<file path="src/rtl/lfd_pkg.sv">
// Shared types, constants and arithmetic helpers of the LED flicker dimmer.
// No dependencies; every other file of the block refers to this package.
package lfd_pkg;

    localparam int unsigned QUEUE_DEPTH       = 2;
    localparam logic [15:0] FRAMES_PER_DRAIN_RST = 16'd120;
    localparam logic [7:0]  BATTERY_START_RST = 8'd255;
    localparam logic [7:0]  FULL_SCALE        = 8'd255;
    localparam logic [7:0]  LONG_PLATEAU      = 8'd191;

    // Register indexes on the configuration port
    localparam logic [1:0] REG_FRAMES_PER_DRAIN = 2'd0;
    localparam logic [1:0] REG_BATTERY_START    = 2'd1;

    // One classified frame: base level and the envelope factors to apply
    typedef struct packed {
        logic [7:0] level;
        logic       short_on;
        logic [7:0] short_env;
        logic       long_on;
        logic [7:0] long_env;
    } job_t;

    // V-shaped short dip over 64 positions
    function automatic logic [7:0] short_env(input logic [5:0] p);
        logic [6:0] d;
        d = 7'd64 - {1'b0, p};
        if (!p[5])
            return FULL_SCALE - {p, 2'b00};
        else
            return FULL_SCALE - {d[5:0], 2'b00};
    endfunction

    // Long dip: ramp down, plateau, ramp up over 256 positions
    function automatic logic [7:0] long_env(input logic [7:0] p);
        logic [8:0] d;
        d = 9'd256 - {1'b0, p};
        if (p < 8'd32)
            return FULL_SCALE - {2'b00, p[4:0], 1'b0};
        else if (p < 8'd224)
            return LONG_PLATEAU;
        else
            return FULL_SCALE - {1'b0, d[5:0], 1'b0};
    endfunction

    // floor(x / 255), exact for x up to 255 * 255
    function automatic logic [7:0] div255(input logic [15:0] x);
        logic [16:0] t;
        t = {1'b0, x} + 17'd1 + {9'd0, x[15:8]};
        return t[15:8];
    endfunction

endpackage

</file>
<file path="src/rtl/lfd_fifo.sv">
// Short job queue between the frame front end and the scaling back end.
// Depends on lfd_pkg for the job type.
module lfd_fifo #(
    parameter int unsigned DEPTH = lfd_pkg::QUEUE_DEPTH
) (
    input  logic          clk,
    input  logic          rst_n,
    input  logic          push,
    input  lfd_pkg::job_t push_data,
    output logic          full,
    input  logic          pop,
    output lfd_pkg::job_t head,
    output logic          empty
);
    localparam int unsigned ADDR_W = (DEPTH > 1) ? $clog2(DEPTH) : 1;
    localparam int unsigned CNT_W  = $clog2(DEPTH + 1);

    lfd_pkg::job_t     mem_reg [DEPTH];
    logic [ADDR_W-1:0] wr_ptr_reg, rd_ptr_reg;
    logic [CNT_W-1:0]  count_reg;

    assign full  = (count_reg == CNT_W'(DEPTH));
    assign empty = (count_reg == '0);
    assign head  = mem_reg[rd_ptr_reg];

    always_ff @(posedge clk)
    begin
        if (push)
            mem_reg[wr_ptr_reg] <= push_data;
    end

    always_ff @(posedge clk or negedge rst_n)
    begin
        if (!rst_n)
        begin
            wr_ptr_reg <= '0;
            rd_ptr_reg <= '0;
            count_reg  <= '0;
        end
        else
        begin
            if (push)
                wr_ptr_reg <= (wr_ptr_reg == ADDR_W'(DEPTH - 1)) ? '0 : wr_ptr_reg + 1'b1;
            if (pop)
                rd_ptr_reg <= (rd_ptr_reg == ADDR_W'(DEPTH - 1)) ? '0 : rd_ptr_reg + 1'b1;
            if (push && !pop)
                count_reg <= count_reg + 1'b1;
            else if (pop && !push)
                count_reg <= count_reg - 1'b1;
        end
    end

    a_no_overflow: assert property (@(posedge clk) disable iff (!rst_n)
        push |-> (!full || pop))
        else $error("queue pushed while full");
    a_no_underflow: assert property (@(posedge clk) disable iff (!rst_n)
        pop |-> !empty)
        else $error("queue popped while empty");
    a_count_range: assert property (@(posedge clk) disable iff (!rst_n)
        count_reg <= CNT_W'(DEPTH))
        else $error("queue count beyond depth");

endmodule

</file>
<file path="src/rtl/lfd_front.sv">
// Front end: accepts frame words, advances battery and dip state, classifies.
// Depends on lfd_pkg for the job type, envelopes and register indexes.
module lfd_front (
    input  logic          clk,
    input  logic          rst_n,
    input  logic          cfg_we,
    input  logic [1:0]    cfg_index,
    input  logic [15:0]   cfg_data,
    input  logic          in_valid,
    output logic          in_ready,
    input  logic [5:0]    short_roll,
    input  logic [7:0]    long_roll,
    output logic          push,
    output lfd_pkg::job_t push_data,
    input  logic          q_full
);
    logic [15:0] fpd_reg;
    logic [7:0]  battery_reg;
    logic [15:0] phase_reg;
    logic        short_on_reg, long_on_reg;
    logic [5:0]  short_pos_reg;
    logic [7:0]  long_pos_reg;

    logic        short_on, long_on, drain;
    logic [5:0]  short_pos_next;
    logic [7:0]  long_pos_next;
    logic [15:0] limit;
    logic [8:0]  mid;

    assign in_ready = !q_full;
    assign push     = in_valid && !q_full;

    always_comb
    begin
        // An idle dip starts on a zero roll and already scales this frame
        short_on       = short_on_reg || (short_roll == '0);
        long_on        = long_on_reg || (long_roll == '0);
        short_pos_next = short_pos_reg + 1'b1;
        long_pos_next  = long_pos_reg + 1'b1;
        mid            = ({1'b0, battery_reg} + 9'd255) >> 1;
        limit          = (fpd_reg == '0) ? 16'd1 : fpd_reg;
        drain          = ({1'b0, phase_reg} + 17'd1) >= {1'b0, limit};

        push_data.level     = mid[7:0];
        push_data.short_on  = short_on;
        push_data.short_env = lfd_pkg::short_env(short_pos_reg);
        push_data.long_on   = long_on;
        push_data.long_env  = lfd_pkg::long_env(long_pos_reg);
    end

    always_ff @(posedge clk or negedge rst_n)
    begin
        if (!rst_n)
        begin
            fpd_reg       <= lfd_pkg::FRAMES_PER_DRAIN_RST;
            battery_reg   <= lfd_pkg::BATTERY_START_RST;
            phase_reg     <= '0;
            short_on_reg  <= 1'b0;
            short_pos_reg <= '0;
            long_on_reg   <= 1'b0;
            long_pos_reg  <= '0;
        end
        else if (cfg_we)
        begin
            if (cfg_index == lfd_pkg::REG_FRAMES_PER_DRAIN)
                fpd_reg <= cfg_data;
            else if (cfg_index == lfd_pkg::REG_BATTERY_START)
                battery_reg <= cfg_data[7:0];
        end
        else if (push)
        begin
            if (short_on)
            begin
                short_pos_reg <= short_pos_next;
                short_on_reg  <= (short_pos_next != '0);
            end
            if (long_on)
            begin
                long_pos_reg <= long_pos_next;
                long_on_reg  <= (long_pos_next != '0);
            end
            if (drain)
            begin
                phase_reg <= '0;
                if (battery_reg != '0)
                    battery_reg <= battery_reg - 1'b1;
            end
            else
                phase_reg <= phase_reg + 1'b1;
        end
    end

endmodule

</file>
<file path="src/rtl/lfd_back.sv">
// Back end: applies the dip envelopes to the base level, one multiply or
// one divide-by-255 step per cycle, and holds the result word for the sink.
// Depends on lfd_pkg for the job type and div255.
module lfd_back (
    input  logic          clk,
    input  logic          rst_n,
    input  lfd_pkg::job_t head,
    input  logic          q_empty,
    output logic          pop,
    output logic          out_valid,
    input  logic          out_ready,
    output logic [7:0]    brightness
);
    typedef enum logic [2:0] {
        ST_IDLE,
        ST_MUL_S,
        ST_DIV_S,
        ST_MUL_L,
        ST_DIV_L,
        ST_FIN
    } state_t;

    state_t        state_reg;
    lfd_pkg::job_t job_reg;
    logic [7:0]    lvl_reg;
    logic [15:0]   prod_reg;
    logic          out_valid_reg;
    logic [7:0]    out_data_reg;

    assign pop        = (state_reg == ST_IDLE) && !q_empty;
    assign out_valid  = out_valid_reg;
    assign brightness = out_data_reg;

    always_ff @(posedge clk or negedge rst_n)
    begin
        if (!rst_n)
        begin
            state_reg     <= ST_IDLE;
            out_valid_reg <= 1'b0;
            job_reg       <= '0;
            lvl_reg       <= '0;
            prod_reg      <= '0;
            out_data_reg  <= '0;
        end
        else
        begin
            // Drop the output word once taken, unless a new one is loaded now
            if (out_valid_reg && out_ready && (state_reg != ST_FIN))
                out_valid_reg <= 1'b0;
            unique case (state_reg)
                ST_IDLE:
                begin
                    if (!q_empty)
                    begin
                        job_reg <= head;
                        lvl_reg <= head.level;
                        if (head.short_on)
                            state_reg <= ST_MUL_S;
                        else if (head.long_on)
                            state_reg <= ST_MUL_L;
                        else
                            state_reg <= ST_FIN;
                    end
                end
                ST_MUL_S:
                begin
                    prod_reg  <= {8'd0, lvl_reg} * {8'd0, job_reg.short_env};
                    state_reg <= ST_DIV_S;
                end
                ST_DIV_S:
                begin
                    lvl_reg   <= lfd_pkg::div255(prod_reg);
                    state_reg <= job_reg.long_on ? ST_MUL_L : ST_FIN;
                end
                ST_MUL_L:
                begin
                    prod_reg  <= {8'd0, lvl_reg} * {8'd0, job_reg.long_env};
                    state_reg <= ST_DIV_L;
                end
                ST_DIV_L:
                begin
                    lvl_reg   <= lfd_pkg::div255(prod_reg);
                    state_reg <= ST_FIN;
                end
                ST_FIN:
                begin
                    // Wait for the output register to free up
                    if (!out_valid_reg || out_ready)
                    begin
                        out_data_reg  <= lvl_reg;
                        out_valid_reg <= 1'b1;
                        state_reg     <= ST_IDLE;
                    end
                end
                default:
                    state_reg <= ST_IDLE;
            endcase
        end
    end

    a_div_s_after_mul: assert property (@(posedge clk) disable iff (!rst_n)
        (state_reg == ST_DIV_S) |-> $past(state_reg == ST_MUL_S))
        else $error("short divide without multiply");
    a_div_l_after_mul: assert property (@(posedge clk) disable iff (!rst_n)
        (state_reg == ST_DIV_L) |-> $past(state_reg == ST_MUL_L))
        else $error("long divide without multiply");
    a_scale_shrinks: assert property (@(posedge clk) disable iff (!rst_n)
        (state_reg == ST_FIN) |-> (lvl_reg <= job_reg.level))
        else $error("scaled level above base level");

endmodule

</file>
<file path="src/rtl/led_flicker_dimmer_top.sv">
// Top level of the LED flicker dimmer: front end, job queue, scaling back end.
// Depends on lfd_pkg, lfd_front, lfd_fifo and lfd_back.
//
//  channel | dir | handshake        | payload
//  --------+-----+------------------+---------------------------------------
//  s_      | in  | tvalid / tready  | tdata[5:0] short_roll, [13:6] long_roll
//  m_      | out | tvalid / tready  | tdata[7:0] brightness
//  cfg_    | in  | we (no wait)     | index 0 frames_per_drain, 1 battery_start
//
// One input word becomes one output word. The front end takes a word
// whenever the queue has room; the back end then works on one job at a
// time: it takes the job, runs a multiply and a divide-by-255 step for each
// active dip, short dip first, and then loads the output register. Sustained
// rate is bounded by the back end, which waits to load while the sink stalls.
// Reset (rst_n low, asynchronous) loads the register defaults, fills the
// battery, parks both dips and empties the queue and output register.
// A stalled sink holds the output word; the input side keeps taking words
// until the queue is full.
module led_flicker_dimmer_top #(
    parameter int unsigned QUEUE_DEPTH = lfd_pkg::QUEUE_DEPTH
) (
    input  logic        clk,
    input  logic        rst_n,
    // configuration
    input  logic        cfg_we,
    input  logic [1:0]  cfg_index,
    input  logic [15:0] cfg_data,
    // frame words in
    input  logic        s_tvalid,
    output logic        s_tready,
    input  logic [15:0] s_tdata,   // [5:0] short_roll, [13:6] long_roll, [15:14] zero
    // brightness words out
    output logic        m_tvalid,
    input  logic        m_tready,
    output logic [7:0]  m_tdata    // [7:0] brightness
);
    lfd_pkg::job_t push_data, head;
    logic          push, pop, q_full, q_empty;

    lfd_front u_front (
        .clk        (clk),
        .rst_n      (rst_n),
        .cfg_we     (cfg_we),
        .cfg_index  (cfg_index),
        .cfg_data   (cfg_data),
        .in_valid   (s_tvalid),
        .in_ready   (s_tready),
        .short_roll (s_tdata[5:0]),
        .long_roll  (s_tdata[13:6]),
        .push       (push),
        .push_data  (push_data),
        .q_full     (q_full)
    );

    // Hold classified frames while the back end is busy
    lfd_fifo #(
        .DEPTH (QUEUE_DEPTH)
    ) u_fifo (
        .clk       (clk),
        .rst_n     (rst_n),
        .push      (push),
        .push_data (push_data),
        .full      (q_full),
        .pop       (pop),
        .head      (head),
        .empty     (q_empty)
    );

    lfd_back u_back (
        .clk        (clk),
        .rst_n      (rst_n),
        .head       (head),
        .q_empty    (q_empty),
        .pop        (pop),
        .out_valid  (m_tvalid),
        .out_ready  (m_tready),
        .brightness (m_tdata)
    );

endmodule
</file>
<file path="config.mk">
export PLATFORM = sky130hd
export DESIGN_NAME = led_flicker_dimmer_top
export DESIGN_NICKNAME = d
export VERILOG_FILES = /design/src/rtl/lfd_pkg.sv /design/src/rtl/lfd_fifo.sv /design/src/rtl/lfd_front.sv /design/src/rtl/lfd_back.sv /design/src/rtl/led_flicker_dimmer_top.sv
export SDC_FILE = /design/constraint.sdc
export NUM_CORES = 1
export LEC_CHECK = 0
export ABC_AREA = 1
export BUFFER_PORTS_ARGS = -buffer_cell sky130_fd_sc_hd__buf_2
export CAP_MARGIN = 5
export CORE_UTILIZATION = 38
export DETAILED_ROUTE_END_ITERATION = 6
export PLACE_DENSITY_LB_ADDON = 0.1
export SYNTH_ARGS = -nofsm -noshare
export SYNTH_HDL_FRONTEND = slang
export SYNTH_SLANG_ARGS = --single-unit
</file>
<file path="constraint.sdc">
create_clock -name clk -period 3.8 [get_ports clk]
set_input_delay 0.19 -clock clk [delete_from_list [all_inputs] [get_ports clk]]
set_output_delay 0.19 -clock clk [all_outputs]
set_load 0.02 [all_outputs]
</file>
### Word-level counts from Yosys, hierarchy flattened

Memories as Yosys holds them, arrays and structs flattened.
Cells that the tools add are included.

| word-level totals | value |
|---|---|
| bits of input ports | 39 |
| register bits | 113 |
| memories | 1 |
| output and inout bits | 10 |
| bits in writable memories | 52 |
| logic and storage cells | 124 |

Memories:

| name | depth | width | rd ports | clocked after memory_dff | write ports | RTL line | RTL |
|---|---|---|---|---|---|---|---|
| u_fifo.mem_reg | 2 | 26 | 1 | 0 | 1 | lfd_fifo.sv:18 | `lfd_pkg::job_t mem_reg [DEPTH];` |

| cells by class | value |
|---|---|
| order comparisons | 3 |
| bitwise gates (word level) | 2 |
| equality and inequality tests | 12 |
| multipliers | 2 |
| add/sub/neg operators | 18 |
| reductions and logical operators | 39 |
| muxes and demuxes | 29 |

Operator list:

| operator | number |
|---|---|
| 8-bit two-way mux | 10 |
| 16-bit by 1-bit adder with 16-bit output (second input constant) | 2 |
| 8-bit by 8-bit multiplier with 16-bit output | 2 |
| 16-bit two-way mux | 2 |
| 16-bit case mux with 2 select lines | 1 |
| 3-bit case mux with 6 select lines | 1 |
| 16-bit by 1-bit adder with 17-bit output (second input constant) | 1 |
| 17-bit by 16-bit greater-or-equal comparator with 1-bit output | 1 |
| 16-bit by 8-bit adder with 16-bit output | 1 |
| 16-bit zero test | 1 |
| 8-bit case mux with 2 select lines | 1 |
| 8-bit nonzero test | 2 |
| 8-bit subtractor (first input constant) | 2 |
| 3-bit two-way mux | 5 |
| 2-bit AND reduction | 6 |
| 2-bit nonzero test | 6 |
| 1-bit by 6-bit subtractor with 6-bit output (first input constant) | 2 |
| 8-bit by 8-bit adder with 9-bit output (second input constant) | 1 |
| 8-bit by 1-bit adder with 8-bit output (second input constant) | 1 |
| 8-bit zero test | 1 |
| 8-bit by 6-bit less-than comparator with 1-bit output (second input constant) | 1 |
| 8-bit less-than comparator (second input constant) | 1 |
| 1-bit by 7-bit subtractor with 8-bit output (first input constant) | 1 |
| 8-bit by 1-bit subtractor with 8-bit output (second input constant) | 1 |
| other kinds (26) | 52 |

### Longest topological paths before layout

Gate-level depths: netlist of the first run.

| depth | value |
|---|---|
| word-level depth | 7 |
| depth in mapped cells | 22 |
| depth with buffers taken out | 21 |

### Modules after synthesis

Synthesis of the first run repeated with hierarchy kept, for this count alone.

| unflattened totals | value |
|---|---|
| cells, all modules | 1687 |
| area total of the unflattened synthesis | 13384.1 sq um |

Modules (own cells, without submodules):

| module | times used | area each (sq um) | cells an instance | sequential area each (sq um) |
|---|---|---|---|---|
| lfd_back | 1 | 7467.2 | 1081 | 1326.3 |
| lfd_front | 1 | 3733.6 | 500 | 1416.4 |
| lfd_fifo | 1 | 2183.3 | 106 | 1661.6 |

### Worst setup path after synthesis of the first run

OpenSTA, ideal clock, no wires.

| timing path | value |
|---|---|
| path type | register to register |
| start point | reg u_back.lvl_reg[0] |
| end point | reg u_back.prod_reg[11] |
| library setup time | 0.069 ns |
| period minus slack after synthesis | 4.217 ns |
| arrival | 4.148 ns |
| buffers on the path | 1 |
| slack | -0.417 ns |
| stages on the path, launching flop included | 18 |
| required time | 3.731 ns |
| cell sequence | dfrtp_1 -> clkbuf_1 -> nand2_1 -> fa_1 -> fa_1 -> inv_1 -> fa_1 -> inv_1 -> fa_1 -> inv_1 -> ha_1 -> nand2_1 -> o21ai_0 -> nor2_1 -> o21ai_0 -> xor2_1 -> nand2_1 -> nand3_1 |

| on the way | value |
|---|---|
| word-level cells in the longest chain between the ends | 2 |
| elaborated cells between the ends (all ways) | 3 |
| those cells by class | mul (2); mux (1) |

Ends and longest elaborated chain:

| element | RTL line | RTL |
|---|---|---|
| start, declared | lfd_back.sv:25 | `logic [7:0] lvl_reg;` |
| start signal, assigned | lfd_back.sv:56 | `lvl_reg <= head.level;` |
| start signal, assigned | lfd_back.sv:72 | `lvl_reg <= lfd_pkg::div255(prod_reg);` |
| start signal, assigned | lfd_back.sv:82 | `lvl_reg <= lfd_pkg::div255(prod_reg);` |
| 8-bit by 8-bit multiplier with 16-bit output (on tied branches) | lfd_back.sv:77, lfd_back.sv:67 |  |
| 16-bit case mux with 2 select lines * | lfd_back.sv:50 | `unique case (state_reg)` |
| end signal, assigned | lfd_back.sv:67 | `prod_reg <= {8'd0, lvl_reg} * {8'd0, job_reg.short_env};` |
| end signal, assigned | lfd_back.sv:77 | `prod_reg <= {8'd0, lvl_reg} * {8'd0, job_reg.long_env};` |
| end, declared | lfd_back.sv:26 | `logic [15:0] prod_reg;` |

Mark *: on every way between the ends. The rest lies on a longest branch, timed or not.
A chain may end at the register's enable or synchronous reset.

### Worst setup path in the final report of the first run

| timing path | value |
|---|---|
| start point | reg u_back.lvl_reg[4] |
| end point | reg u_back.prod_reg[9] |

The elaborated chain is that of the path after synthesis.

==> results of run 1 <==
## worst max path at each step
| stage | endpoint | startpoint | cells after the start |
|---|---|---|---|
| final | u_back.prod_reg[9]$_DFFE_PN0P_ | u_back.lvl_reg[4]$_DFFE_PN0P_ | 17 |
| after global routing | u_back.prod_reg[12]$_DFFE_PN0P_ | u_back.lvl_reg[4]$_DFFE_PN0P_ | 18 |
| after CTS | u_back.prod_reg[13]$_DFFE_PN0P_ | u_back.lvl_reg[2]$_DFFE_PN0P_ | 17 |
| after detailed placement | u_back.prod_reg[14]$_DFFE_PN0P_ | u_back.lvl_reg[4]$_DFFE_PN0P_ | 16 |
| after global placement | u_back.prod_reg[14]$_DFFE_PN0P_ | u_back.lvl_reg[4]$_DFFE_PN0P_ | 16 |
| after floorplan | u_back.prod_reg[10]$_DFFE_PN0P_ | u_back.lvl_reg[7]$_DFFE_PN0P_ | 17 |
## logic make-up after synthesis
group	count (synthesis)
simple gates	629
buf+inv	321
fa+ha+maj	176
flops	154
compound gates	152
xor+xnor	55
mux	7
## metal layers
layer	share of wire, %	up-vias	track usage [%]
met3	3.0	38	3.15
met5	0	-	0
met2	47	164	33.9
met4	2.7	0	7.28
li1	-	4966	-
met1	47	4741	27.2
## synth_stat cells, types with 4 or more instances
cell and number:
nor3_1 16, a21oi_1 58, nor4_1 8, fa_1 72, clkbuf_1 36, xnor2_1 8
nor2_2 4, edfxtp_1 44, xor2_1 47, inv_1 278, dfrtp_1 98, mux2_2 7
nand2_1 392, nor2_1 116, dfstp_2 12, nand4_1 6, o21ai_1 6, o21ai_0 57
nand3_1 70, ha_1 104, o31ai_1 12
## critical path: cells and delay by family, from the launching register on
family | cells | cell delay [ns]
simple gates | 4 | 0.39
fa+ha+maj | 5 | 2.31
buf+inv | 5 | 0.39
compound gates | 2 | 0.22
xor+xnor | 1 | 0.14
flops | 1 | 0.42
## repair_timing
| item | in CTS | in global routing |
|---|---|---|
| buffers inserted | 16 | 7 |
| gates resized for setup | 83 | 67 |
| endpoints found under the hold margin | 46 | 0 |
| endpoints found under the setup margin | 11 | 11 |
| hold buffers | 6 | 0 |
| pin swaps | 38 | 55 |
## per-stage QoR
stage	cells	hold slack, ns	TNS (ns)
final	2056	0.00873	-1.24
after global routing	2056	0.00498	-2.65
after CTS	2050	0.00357	-1.08
after detailed placement	1996	0.284	-3.10
after global placement	1996	0.281	-2.68
after floorplan	1494	-0.106	0
## cell type report
type                       instances  area share, %
clock inverter                    13          0.622
sequential                       154           27.6
timing repair buffer             174           8.70
tap                              396           3.33
inverter                         281           7.08
multi-input combinational       1019           49.7
clock buffer                      19           2.97
==> impl_results.md, run 1 <==
* Clk sink count at 154
* First-pass GRT wire length at 52200 um
* Setup violations, final at 8
* Commonest cells after routing, fill and taps aside: nand2_1, inv_1, buf_4, nor2_1
* Hold Startpoint: cfg_data[14]
* Drt first pass iters at 5
* Setup crit start kind: register
* GRT Total Usage at 20.5%
* WHS Endpoint: u_front.fpd_reg[14]$_DFFE_PN0P_
* Register area at 0.00411 mm2
* Highest clock rate at 0.250 GHz
* Clock transition at the registers of the reported paths at 0.06 ns
* Final ANT Viol Nets at 0
* Core Area at 0.0309 mm2
* Failing checks: negative setup slack
* Post-route DRC violation count at 0
* Syn avg cell area at 8.08 um2
* Max Slew Vio Count at 0
* CP Cell Sequence: buf_6 -> buf_6 -> nand2_4 -> fa_2 -> fa_1 -> inv_2 -> fa_1 -> inv_2 -> fa_1 -> inv_2 -> ha_4 -> nand2_4 -> nor2_2 -> a21oi_2 -> xnor2_1 -> nand2_1 -> o221ai_1
* Critical Path AT at 4.31 ns
* Initial antenna violation count at 0
* Relative slew slack at 40.5%
* Critical path capture point type: register
* Largest family of logic cells by synthesized area: adder cells
* Seq cells post-synth at 154
* Site Rows at 64
* Clk_lat worst skew at 0.44 ns
* Ant. Diodes at 0
* Simple-gate share of the synthesized area at 21.7%
* Syn_nets at 1709
* Num ports at 49
* Max stage delay on crit path at 0.54 ns
* Worst Path Max Fanout at 4
* Die H at 180 um
* Max-cap viol count at 0
* Die W at 180 um
* Post-synthesis sequential area ratio at 33.9%
* Async SR Flop Fraction at 71.4%
* Post-Synth Adder-Cell Area at 22.7%
* Starting Density at 39.1%
* RSZ-0062 raised after global routing: yes
* Req. time, crit path at 4.10 ns
* Layout Area Growth over Synthesis at 23.3%
* Worst-margin pin slew at 0.890 ns
* DR WL/cell at 15.5 um
* DP HPWL at 24800 um
* H-tree levels at 4
* Compound-Gate Fraction of Synth Area at 7.00%
* CTS tree: built
* Total gr overflow at 0
* Largest net degree at the start of global routing at 63
* Via Count at 9909
* Share of cells above drive strength 1 at 22.6%
* CTS max path bufs at 2
* Predominant post-synthesis flop cell: dfrtp_1
* Final Critical Period at 4.01 ns
* WHS Path Cells at 3
* Top-area cell type share of the netlist area at 20.3%
* Fin area at 0.0149 mm2
* Xor and xnor fraction of the mapped netlist area at 3.99%
* Post-layout util at 48.2%
* Most common cell after layout, fill and taps aside: nand2_1
* Synthesized area at 0.0121 mm2
* Largest area contributor in the netlist: dfrtp_1
* Number of enable flip-flop cells after synthesis at 44
* Status: complete, but fails checks
* Synth area leaders: dfrtp_1, nand2_1, fa_1
* Area of the multi-input gates at 0.00740 mm2
* CTS buffer count at 17
* Iter 0 DRT Violations at 520
* Post-synth cell types at 45
* Final WS setup at -0.207 ns
* Pre-CTS setup slack at -0.397 ns
* Critical R2R Capture: u_back.prod_reg[9]$_DFFE_PN0P_
* Final #Nets at 1862
* Final Hold Viols at 0
* Cell area after placement at 0.0135 mm2
* Clock Skew at 0.0149 ns
* Warnings from Yosys at 0
* Reg2Reg Depth at 17
* Post-synthesis mux area share at 0.653%
* Final RePlAce weighted congestion at 0.897
* Cells after Synth at 1494
* Die Area at 0.0325 mm2
* Number of global-route vias before repair at 9970
* HP Class: in -> reg
* # fillers at 3057
* Fin crit share at 105%
* Flop-to-flop setup slack at -0.21 ns
* Routed WL at 31800 um
* IO Port Bufs at 46
* RR Startpoint: u_back.lvl_reg[4]$_DFFE_PN0P_
* Max reg flops at 44
* CP max stage cell: fa_1
* Drt via density at 4.82
* Kind of critical path: reg -> reg
* Root Driver: clkbuf_16
Power of run 1 is left out: the tool's default activity adds up to more than one toggle a clock period on the data nets, which glitch-free logic cannot reach.
==> run 2, diff against run 1 <==
--- a/config.mk
+++ b/config.mk
@@ -10,7 +10,7 @@
 export CAP_MARGIN = 5
 export CORE_UTILIZATION = 38
 export DETAILED_ROUTE_END_ITERATION = 6
-export PLACE_DENSITY_LB_ADDON = 0.1
+export PLACE_DENSITY = 0.52
 export SYNTH_ARGS = -nofsm -noshare
 export SYNTH_HDL_FRONTEND = slang
 export SYNTH_SLANG_ARGS = --single-unit
==> impl_results.md, run 2 (same netlist as run 1, synthesis figures left out) <==
* Cell area after placement at 0.0136 mm2
* Starting Density at 39.1%
* Via Count at 9864
* H-tree levels at 4
* Clock transition at the registers of the reported paths at 0.07 ns
* Highest clock rate at 0.250 GHz
* Max reg flops at 44
* Worst-margin pin slew at 0.888 ns
* Die H at 180 um
* Max-cap viol count at 0
* Iter 0 DRT Violations at 528
* Worst Path Max Fanout at 4
* Critical R2R Capture: u_back.prod_reg[11]$_DFFE_PN0P_
* Critical Path AT at 4.36 ns
* Initial antenna violation count at 0
* Share of cells above drive strength 1 at 23.0%
* Setup tns final at -1.33 ns
* Drt first pass iters at 5
* CTS buffer count at 17
* Largest net degree at the start of global routing at 59
* Layout Area Growth over Synthesis at 24.9%
* WHS Path Cells at 3
* Pre-CTS setup slack at -0.622 ns
* Post-route DRC violation count at 0
* Ant. Diodes at 0
* First-pass GRT wire length at 51000 um
* RSZ-0062 raised after global routing: yes
* Final Hold Viols at 0
* Number of global-route vias before repair at 10000
* Clk_lat worst skew at 0.43 ns
* Reg2Reg Depth at 18
* Clk sink count at 154
* Die W at 180 um
* Most common cell after layout, fill and taps aside: nand2_1
* Final Critical Period at 4.00 ns
* Clock Skew at 0.00802 ns
* Relative slew slack at 40.7%
* Req. time, crit path at 4.17 ns
* Root Driver: clkbuf_16
* Failing checks: negative setup slack
* Fin crit share at 105%
* Final ANT Viol Nets at 0
* Final RePlAce weighted congestion at 0.872
* GRT Total Usage at 19.9%
* Setup crit start kind: register
* Final #Nets at 1876
* Core Area at 0.0309 mm2
* Hold Startpoint: cfg_data[14]
* WHS Endpoint: u_front.fpd_reg[14]$_DFFE_PN0P_
* Die Area at 0.0325 mm2
* Max Slew Vio Count at 0
* Final WS setup at -0.197 ns
* Site Rows at 64
* Post-layout util at 48.8%
* Critical path capture point type: register
* Fin area at 0.0151 mm2
* Commonest cells after routing, fill and taps aside: nand2_1, inv_1, buf_4, nor2_1, ha_1
* Drt via density at 4.77
* Kind of critical path: reg -> reg
* Status: complete, but fails checks
* DR WL/cell at 15.0 um
* Total gr overflow at 0
* CTS max path bufs at 2
* Routed WL at 31000 um
* HP Class: in -> reg
* IO Port Bufs at 46
* DP HPWL at 24000 um
* Setup violations, final at 8
* Flop-to-flop setup slack at -0.20 ns
* Num ports at 49
* CTS tree: built
* RR Startpoint: u_back.lvl_reg[1]$_DFFE_PN0P_
==> run 2: changes by cell type in the layout (fill, tap and decap cells not counted), moves of 4 or more <==
cell	previous run	this run
bufinv_16	0	4
fa_2	9	5
fa_1	63	67
buf_4	107	117
clkinv_1	4	0
nand2_1	369	364
a21oi_4	5	9
a21oi_2	11	7
nand2_2	18	25
dlygate4sd3_1	6	10
inv_2	27	23
inv_1	254	258
==> run 2: critical path, stage by stage (launching register included) <==
cell     delay (ns)
dfrtp_2        0.42
buf_6          0.14
buf_6          0.11
nand2_2        0.05
inv_2          0.04
fa_1           0.52
fa_1           0.43
fa_1           0.51
inv_2          0.04
fa_1           0.54
inv_2          0.05
ha_4           0.30
nand2_4        0.08
o21ai_4        0.14
nor2_2         0.06
o21ai_2        0.14
xor2_1         0.17
nand2_1        0.07
nand3_1        0.10
==> run 2: final cells by class <==
| type | count | area (um2) |
|---|---|---|
| fill | 2985 | 15800 |
| multi-input combinational | 1019 | 7410 |
| sequential | 154 | 4110 |
| timing repair buffer | 188 | 1390 |
| inverter | 281 | 1050 |
| tap | 396 | 495 |
| clock buffer | 19 | 433 |
| clock inverter | 13 | 191 |
==> run 2: stage by stage <==
step | instances | hold slack [ns]
2_1_floorplan | 1494 | -0.106
3_3_place_gp | 1999 | 0.343
3_5_place_dp | 1999 | 0.336
4_1_cts | 2066 | 0.00174
5_1_grt | 2070 | 0.0329
6_report | 2070 | 0.0134
==> run 2: how the worst max path moves through the flow <==
stage | startpoint | endpoint | slack [ns] | depth (start not counted)
global route | u_back.lvl_reg[1]$_DFFE_PN0P_ | u_back.prod_reg[12]$_DFFE_PN0P_ | -0.37 | 20
CTS | u_back.lvl_reg[1]$_DFFE_PN0P_ | u_back.prod_reg[11]$_DFFE_PN0P_ | -0.21 | 18
floorplan | u_back.lvl_reg[7]$_DFFE_PN0P_ | u_back.prod_reg[10]$_DFFE_PN0P_ | 0.0001 | 17
finish | u_back.lvl_reg[1]$_DFFE_PN0P_ | u_back.prod_reg[11]$_DFFE_PN0P_ | -0.20 | 18
detailed placement | u_back.lvl_reg[1]$_DFFE_PN0P_ | u_back.prod_reg[14]$_DFFE_PN0P_ | -0.62 | 18
global placement | u_back.lvl_reg[1]$_DFFE_PN0P_ | u_back.prod_reg[14]$_DFFE_PN0P_ | -0.59 | 18
==> run 2: repair_timing <==
| item | in CTS | in global routing |
|---|---|---|
| setup buffers | 26 | 4 |
| hold buffers | 10 | 0 |
| endpoints found under the hold margin | 61 | 0 |
| endpoints found under the setup margin | 11 | 10 |
| pin swaps | 65 | 41 |
| resized for setup | 101 | 48 |
==> run 2: metal layers <==
layer	part of all wire [%]	wire, um	GRT usage [%]	vias to the layer above
met5	0	0	0	-
met4	1.6	501	5.91	0
met3	3.1	945	2.63	36
met2	48	14800	33.2	152
met1	47	14700	26.8	4681
li1	-	-	-	4995
Power of run 2 is left out for the same reason.
